--- src/rtl/core/bda_pkg.sv ---
package bda_pkg;

    // Default operand length in decimal digits
    localparam int unsigned DIGITS_DEF = 16;
    // Fixed width of the operand and result fields
    localparam int unsigned DATA_W = 64;

    // Operation codes
    localparam logic [2:0] OP_ADD = 3'd0;
    localparam logic [2:0] OP_SUB = 3'd1;
    localparam logic [2:0] OP_MUL = 3'd2;
    localparam logic [2:0] OP_DIV = 3'd3;
    localparam logic [2:0] OP_CMP = 3'd4;

    // Input transaction
    typedef struct packed {
        logic [2:0]        operation;
        logic [DATA_W-1:0] operand_a;
        logic [DATA_W-1:0] operand_b;
    } t_in;

    // Output transaction
    typedef struct packed {
        logic [DATA_W-1:0] result_digits;
        logic              a_equal_b;
        logic              a_greater_b;
        logic              a_less_b;
        logic              divide_by_zero;
    } t_out;

    // Commands from the top level to the sequencer
    typedef struct packed {
        logic start;
        logic take;
    } t_seq_cmd;

    // Sequencer status
    typedef struct packed {
        logic idle;
        logic done;
    } t_seq_sts;

endpackage

--- src/rtl/core/decimal_bcd_alu.sv ---
// Decimal BCD arithmetic unit: add, subtract, multiply, divide or compare two
// unsigned packed-BCD operands of DIGITS digits; nibbles above 9 read as 0 and
// results wrap modulo 10^DIGITS. One transaction is in work at a time; o_in_ready
// is low from acceptance until the result moves into the output register, which
// then waits for the consumer while the next transaction is taken. Compare, spare
// codes and divide by zero go straight to done; add and subtract make one pass
// through the adder; multiply adds the multiplicand once per unit of each
// multiplier digit; divide makes trial subtracts until one borrows, per quotient
// digit. o_in_ready rises the cycle after the result moves out. All arithmetic
// uses the single word-wide BCD adder/subtractor, which does one add or trial
// subtract per cycle.
module decimal_bcd_alu import bda_pkg::*; #(
    parameter int unsigned DIGITS = DIGITS_DEF
) (
    input  logic i_clk,
    input  logic i_rst_n,
    input  logic i_in_valid,
    output logic o_in_ready,
    input  t_in  i_in_data,
    output logic o_out_valid,
    input  logic i_out_ready,
    output t_out o_out_data
);

    localparam int unsigned W = 4 * DIGITS;

    logic [W-1:0] san_a;
    logic [W-1:0] san_b;
    logic         in_fire;
    logic         div_zero;
    logic [2:0]   eff_op;
    t_seq_cmd     seq_cmd;
    t_seq_sts     seq_sts;
    logic [W-1:0] seq_result;

    logic         r_eq, r_gt, r_lt, r_dz;
    logic         r_out_valid;
    t_out         r_out_data;

    // Clean operands: invalid nibbles to zero, unused digits dropped
    always_comb begin
        for (int k = 0; k < DIGITS; k++) begin
            san_a[4*k +: 4] = (i_in_data.operand_a[4*k +: 4] > 4'd9)
                              ? 4'd0 : i_in_data.operand_a[4*k +: 4];
            san_b[4*k +: 4] = (i_in_data.operand_b[4*k +: 4] > 4'd9)
                              ? 4'd0 : i_in_data.operand_b[4*k +: 4];
        end
    end

    assign in_fire  = i_in_valid && o_in_ready;
    assign div_zero = (i_in_data.operation == OP_DIV) && (san_b == '0);
    // A zero divisor skips the division loop
    assign eff_op   = div_zero ? OP_CMP : i_in_data.operation;

    assign o_in_ready    = seq_sts.idle;
    assign seq_cmd.start = in_fire;
    assign seq_cmd.take  = seq_sts.done && (!r_out_valid || i_out_ready);

    bda_seq #(.DIGITS(DIGITS)) u_seq (
        .i_clk    (i_clk),
        .i_rst_n  (i_rst_n),
        .i_cmd    (seq_cmd),
        .i_op     (eff_op),
        .i_a      (san_a),
        .i_b      (san_b),
        .o_sts    (seq_sts),
        .o_result (seq_result)
    );

    // Flags at acceptance; packed BCD orders like binary
    always_ff @(posedge i_clk) begin
        if (in_fire) begin
            r_eq <= (san_a == san_b);
            r_gt <= (san_a > san_b);
            r_lt <= (san_a < san_b);
            r_dz <= div_zero;
        end
    end

    // Output register valid
    always_ff @(posedge i_clk) begin
        if (!i_rst_n) begin
            r_out_valid <= 1'b0;
        end else if (seq_cmd.take) begin
            r_out_valid <= 1'b1;
        end else if (i_out_ready) begin
            r_out_valid <= 1'b0;
        end
    end

    // Output register payload
    always_ff @(posedge i_clk) begin
        if (seq_cmd.take) begin
            r_out_data.result_digits  <= DATA_W'(seq_result);
            r_out_data.a_equal_b      <= r_eq;
            r_out_data.a_greater_b    <= r_gt;
            r_out_data.a_less_b       <= r_lt;
            r_out_data.divide_by_zero <= r_dz;
        end
    end

    assign o_out_valid = r_out_valid;
    assign o_out_data  = r_out_data;

endmodule

--- src/rtl/core/bda_addsub.sv ---
// Word-wide BCD adder/subtractor: x + y, or x - y by nines complement plus one.
// Uses the excess-six trick: add 6 to every digit, add in binary, then take
// 6 back from each digit that produced no decimal carry.
module bda_addsub import bda_pkg::*; #(
    parameter int unsigned ND = DIGITS_DEF + 1
) (
    input  logic [4*ND-1:0] i_x,
    input  logic [4*ND-1:0] i_y,
    input  logic            i_sub,
    output logic [4*ND-1:0] o_sum,
    output logic            o_carry
);

    localparam int unsigned WX = 4 * ND;
    localparam logic [WX-1:0] SIX = {ND{4'h6}};

    logic [WX-1:0] yy;
    logic [WX-1:0] t1;
    logic [WX:0]   t2;
    logic [WX:0]   cvec;

    // Nines complement of y for subtract
    always_comb begin
        for (int k = 0; k < ND; k++) begin
            yy[4*k +: 4] = i_sub ? (4'd9 - i_y[4*k +: 4]) : i_y[4*k +: 4];
        end
    end

    // Biased binary add; carry-ins per bit recovered by xor
    assign t1   = i_x + SIX;
    assign t2   = {1'b0, t1} + {1'b0, yy} + (WX+1)'(i_sub);
    assign cvec = {t2[WX], t2[WX-1:0] ^ t1 ^ yy};

    // Remove the bias from digits without a decimal carry out
    always_comb begin
        for (int k = 0; k < ND; k++) begin
            o_sum[4*k +: 4] = t2[4*k +: 4] - (cvec[4*k+4] ? 4'd0 : 4'd6);
        end
    end

    assign o_carry = t2[WX];

endmodule

--- src/rtl/core/bda_seq.sv ---
// Sequencer for the decimal operations around one shared BCD add/subtract unit.
// Multiply: shift-and-add one multiplier digit at a time.
// Divide: restoring long division, one quotient digit at a time.
module bda_seq import bda_pkg::*; #(
    parameter int unsigned DIGITS = DIGITS_DEF
) (
    input  logic                  i_clk,
    input  logic                  i_rst_n,
    input  t_seq_cmd              i_cmd,
    input  logic [2:0]            i_op,
    input  logic [4*DIGITS-1:0]   i_a,
    input  logic [4*DIGITS-1:0]   i_b,
    output t_seq_sts              o_sts,
    output logic [4*DIGITS-1:0]   o_result
);

    localparam int unsigned W  = 4 * DIGITS;
    localparam int unsigned WX = W + 4;
    localparam int unsigned DW = (DIGITS > 1) ? $clog2(DIGITS) : 1;
    localparam logic [DW-1:0] DIG_LAST = DW'(DIGITS - 1);
    localparam logic [WX-1:0] LOW_MASK = {4'h0, {W{1'b1}}};

    // State codes
    localparam logic [2:0] S_IDLE   = 3'd0;
    localparam logic [2:0] S_ADDSUB = 3'd1;
    localparam logic [2:0] S_MSHIFT = 3'd2;
    localparam logic [2:0] S_MADD   = 3'd3;
    localparam logic [2:0] S_DSHIFT = 3'd4;
    localparam logic [2:0] S_DSUB   = 3'd5;
    localparam logic [2:0] S_DONE   = 3'd6;

    logic [2:0]    r_state, n_state;
    logic [2:0]    r_op,    n_op;
    logic [W-1:0]  r_a,     n_a;
    logic [W-1:0]  r_b,     n_b;
    logic [WX-1:0] r_acc,   n_acc;
    logic [W-1:0]  r_quo,   n_quo;
    logic [DW-1:0] r_dig,   n_dig;
    logic [3:0]    r_cnt,   n_cnt;

    logic [WX-1:0] u_x;
    logic [WX-1:0] u_y;
    logic          u_sub;
    logic [WX-1:0] u_sum;
    logic          u_carry;

    // Shared arithmetic unit, one digit wider than the operands
    bda_addsub #(.ND(DIGITS + 1)) u_addsub (
        .i_x     (u_x),
        .i_y     (u_y),
        .i_sub   (u_sub),
        .o_sum   (u_sum),
        .o_carry (u_carry)
    );

    // Unit operand selection
    always_comb begin
        u_x   = r_acc;
        u_y   = {4'h0, r_b};
        u_sub = 1'b0;
        unique case (r_state)
            S_ADDSUB: begin
                u_x   = {4'h0, r_a};
                u_sub = (r_op == OP_SUB);
            end
            S_MADD: begin
                u_y = {4'h0, r_a};
            end
            S_DSUB: begin
                u_sub = 1'b1;
            end
            default: begin
            end
        endcase
    end

    // Next-state and datapath logic
    always_comb begin
        n_state = r_state;
        n_op    = r_op;
        n_a     = r_a;
        n_b     = r_b;
        n_acc   = r_acc;
        n_quo   = r_quo;
        n_dig   = r_dig;
        n_cnt   = r_cnt;
        unique case (r_state)
            S_IDLE: begin
                if (i_cmd.start) begin
                    n_op  = i_op;
                    n_a   = i_a;
                    n_b   = i_b;
                    n_acc = '0;
                    n_quo = '0;
                    n_dig = DIG_LAST;
                    n_cnt = '0;
                    unique case (i_op) inside
                        OP_ADD, OP_SUB: n_state = S_ADDSUB;
                        OP_MUL:         n_state = S_MSHIFT;
                        OP_DIV:         n_state = S_DSHIFT;
                        default:        n_state = S_DONE;
                    endcase
                end
            end
            S_ADDSUB: begin
                n_acc   = u_sum & LOW_MASK;
                n_state = S_DONE;
            end
            // Next multiplier digit: shift the partial product one digit up
            S_MSHIFT: begin
                n_cnt   = r_b[W-1 -: 4];
                n_b     = r_b << 4;
                n_acc   = (r_acc << 4) & LOW_MASK;
                n_state = S_MADD;
            end
            // Add the multiplicand once per unit of the current digit
            S_MADD: begin
                if (r_cnt != 4'd0) begin
                    n_acc = u_sum & LOW_MASK;
                    n_cnt = r_cnt - 4'd1;
                end else if (r_dig == '0) begin
                    n_state = S_DONE;
                end else begin
                    n_dig   = r_dig - DW'(1);
                    n_state = S_MSHIFT;
                end
            end
            // Bring down the next dividend digit
            S_DSHIFT: begin
                n_acc   = (r_acc << 4) | WX'(r_a[W-1 -: 4]);
                n_a     = r_a << 4;
                n_cnt   = '0;
                n_state = S_DSUB;
            end
            // Trial subtract; a borrow ends the digit
            S_DSUB: begin
                if (u_carry) begin
                    n_acc = u_sum;
                    n_cnt = r_cnt + 4'd1;
                end else begin
                    n_quo = (r_quo << 4) | W'(r_cnt);
                    if (r_dig == '0) begin
                        n_state = S_DONE;
                    end else begin
                        n_dig   = r_dig - DW'(1);
                        n_state = S_DSHIFT;
                    end
                end
            end
            S_DONE: begin
                if (i_cmd.take) begin
                    n_state = S_IDLE;
                end
            end
            default: begin
                n_state = S_IDLE;
            end
        endcase
    end

    // Control registers
    always_ff @(posedge i_clk) begin
        if (!i_rst_n) begin
            r_state <= S_IDLE;
            r_dig   <= '0;
            r_cnt   <= '0;
        end else begin
            r_state <= n_state;
            r_dig   <= n_dig;
            r_cnt   <= n_cnt;
        end
    end

    // Datapath registers
    always_ff @(posedge i_clk) begin
        r_op  <= n_op;
        r_a   <= n_a;
        r_b   <= n_b;
        r_acc <= n_acc;
        r_quo <= n_quo;
    end

    // Result selection
    always_comb begin
        case (r_op) inside
            OP_ADD, OP_SUB, OP_MUL: o_result = r_acc[W-1:0];
            OP_DIV:                 o_result = r_quo;
            default:                o_result = '0;
        endcase
    end

    assign o_sts.idle = (r_state == S_IDLE);
    assign o_sts.done = (r_state == S_DONE);

endmodule

--- config.mk ---
export PLATFORM = sky130hd
export DESIGN_NAME = decimal_bcd_alu
export DESIGN_NICKNAME = d
export VERILOG_FILES = /design/src/rtl/core/bda_pkg.sv /design/src/rtl/core/decimal_bcd_alu.sv /design/src/rtl/core/bda_addsub.sv /design/src/rtl/core/bda_seq.sv
export SDC_FILE = /design/constraint.sdc
export NUM_CORES = 1
export LEC_CHECK = 0
export BUFFER_PORTS_ARGS = -buffer_cell sky130_fd_sc_hd__buf_2
export CAP_MARGIN = 10
export CORE_ASPECT_RATIO = 1.2
export CORE_MARGIN = 2
export CORE_UTILIZATION = 55
export DETAILED_ROUTE_END_ITERATION = 10
export PLACE_DENSITY_LB_ADDON = 0.15
export RECOVER_POWER = 50
export SLEW_MARGIN = 20
export SYNTH_ARGS = -nofsm -noshare
export SYNTH_HDL_FRONTEND = slang
export SYNTH_HIERARCHICAL = 1
export SYNTH_SLANG_ARGS = --single-unit
--- constraint.sdc ---
create_clock -name i_clk -period 17.8 [get_ports i_clk]
set_clock_uncertainty 0.2 [all_clocks]
set_input_delay 0.89 -clock i_clk [delete_from_list [all_inputs] [get_ports i_clk]]
set_output_delay 0.89 -clock i_clk [all_outputs]
set_load 0.1 [all_outputs]
==> impl_metrics.json <==
{
  "die_h_um": 245,
  "synthTopCellsByCount": "nand2_1, edfxtp_1, mux2_2",
  "antenna_found_initial": 5,
  "min_period_ps": 10070,
  "hold_buffers": 0,
  "async_flop_share": 0,
  "rsz0062_at_grt": "false",
  "crit_type": "flip-flop to flip-flop",
  "worstPathArrival_ps": 10190,
  "placed_cell_area_um2": 28200,
  "place_hpwl_um": 65200,
  "place_inst": 3470,
  "htreeDepth": 2,
  "crit_path_max_fanout": 68,
  "hold_violations": 0,
  "period_share": 0.566,
  "root_buffer": "clkbuf_16",
  "yosysSeqAreaShare": 0.386,
  "drt-total-wl_um": 83800,
  "cts_tree": "done",
  "cts_num_sinks": 347,
  "dr.pass1.iters": 8,
  "clockBufferDepth": 3,
  "die_w_um": 205,
  "grt_use_total": 0.328,
  "clock_latency_ps": 580,
  "avgSynthCellArea_um2": 9.75,
  "grt_pass1_vias": 20852,
  "critPathMaxStageDelay_ps": 930,
  "synth_edf_count": 335,
  "drc_errors": 0,
  "ant_nets": 0,
  "hold_class": "flip-flop to flip-flop",
  "wl_per_cell_um": 23.7,
  "synthCells": 2736,
  "boundaryPins": 205,
  "clk_pin_slew_ps": 60,
  "crit_path_top_delay_cell": "dfxtp_1",
  "synth_area_leaders": "edfxtp_1, ha_1, mux2_2, nand2_1, a22o_1",
  "cts.repair.resized": 0,
  "netlist.area_leader.share": 0.377,
  "ys_seq_elements": 347,
  "final_nets": 3204,
  "worstPathRequired_ps": 17910,
  "start_util": 0.556,
  "instances_no_fill": 3541,
  "violations": "capacitance limit, slew limit",
  "cap_violations": 7,
  "setup_violations": 0,
  "num_vias": 21719,
  "placeableCoreArea_um2": 48000,
  "numCtsBuffers": 38,
  "synth.yosys.warnings": 6,
  "finalMaxSlewViolations": 375,
  "die_area_um2": 50300,
  "vias_per_cell": 6.13,
  "hold_ws_ps": 222,
  "synth_top_area_cell": "edfxtp_1",
  "cts_setup_buffers": 0,
  "place_congestion": 1.02,
  "grt_max_degree": 74,
  "synthFlopType": "edfxtp_1",
  "grt_pass1_wl_um": 125000,
  "maxSlewHeadroom": -1.95,
  "synth_most_common_cell": "nand2_1",
  "status": "finished, violations left",
  "drt_iter0_markers": 2092,
  "synth_cell_types": 96,
  "final_area_um2": 29300,
  "drive_above_1_share": 0.148,
  "crit_path_end_kind": "flip-flop",
  "rows": 88,
  "critPathLaunchType": "flip-flop",
  "fin_setup_tns_ps": 0,
  "overflow": 0,
  "fmax_mhz": 99.3,
  "synth_area_um2": 26700,
  "port_buffers": 204,
  "worstMarginPinSlew_ps": 4420,
  "syn2layout_area_growth_pct": 9.93
}
==> worst max-delay path: cells and delay by family (launching register included) <==
kind / cells / cell delay (ps)
AOI/OAI and AO/OA: 12 / 3070
xor gates and xnor gates: 6 / 1230
adders and majority gates: 4 / 1130
buffers and inverters: 3 / 810
DFF: 1 / 930
muxes: 1 / 460
and+or+nand+nor: 7 / 1920
==> cell type report <==
class                           count  area [um^2]
Multi-Input combinational cell   2099        15300
Inverter                          172          646
Timing Repair Buffer              222         1040
Fill cell                        4173        18700
Sequential cell                   347        10300
Antenna cell                        2         5.00
Tap cell                          630          788
Clock inverter                     23          258
Clock buffer                       46         1000
==> metal layers <==
metal	share of wire	wire (um)	vias up	GRT usage
li1	-	-	10180	-
met1	0.43	36400	10565	0.454
met3	0.067	5610	137	0.0454
met2	0.46	38800	831	0.528
met4	0.035	2940	6	0.114
met5	0.00045	38	-	0
==> stage by stage <==
step | utilization | setup slack (ps)
floorplan | - | 6570
detailed placement | 0.588 | 7750
finish | 0.611 | 7730
global route | 0.611 | 7230
global placement | 0.588 | 8070
CTS | 0.614 | 7720
==> path summary, 6_finish.rpt <==
kind / startpoint / to / slack (ps) / depth (start not counted)
setup / recovery: u_seq/r_state[0] / u_seq/r_acc[51] / 7730 / 33
hold / removal: r_eq / o_out_data[3] / 220 / 0
setup reg to reg: u_seq/r_state[0] / u_seq/r_acc[51] / 7730 / 33
hold reg to reg: r_eq / o_out_data[3] / 220 / 0
==> registers in the layout, summed over array words and instances (netlist names) <==
signal,count
o_out_data,68
o_out_valid,1
r_dz,1
r_eq,1
r_gt,1
r_lt,1
u_seq/r_a,64
u_seq/r_acc,68
u_seq/r_b,64
u_seq/r_cnt,4
u_seq/r_dig,4
u_seq/r_op,3
u_seq/r_quo,64
u_seq/r_state,3
==> cells in the final DEF, fill, tap and decap left out, types with 58 or more instances in the layout <==
cell / n
nor2b_1: 58
nand2_1: 380
clkbuf_1: 84
xnor2_1: 113
mux2_2: 181
inv_1: 172
edfxtp_1: 335
nor2_1: 118
ha_1: 171
a21oi_1: 129
buf_2: 133
a22o_1: 132
xor2_1: 103
o21ai_0: 115
==> kinds of logic (layout without fill, tap and decap cells) <==
kind of cell,count (synthesis),count (layout),share of synthesized area
AO/OA/AOI/OAI,601,601,0.158
XOR/XNOR,219,219,0.0735
adder cells (fa/ha/maj),189,189,0.0937
buffers and inverters,294,463,0.0435
flip-flops,347,347,0.386
multiplexers,188,188,0.0792
other,1,7,0.000141
AND/OR/NAND/NOR,897,897,0.166
Power is not shown: default switching activity piles up to over one toggle a cycle in this logic, so the estimate is an artifact.
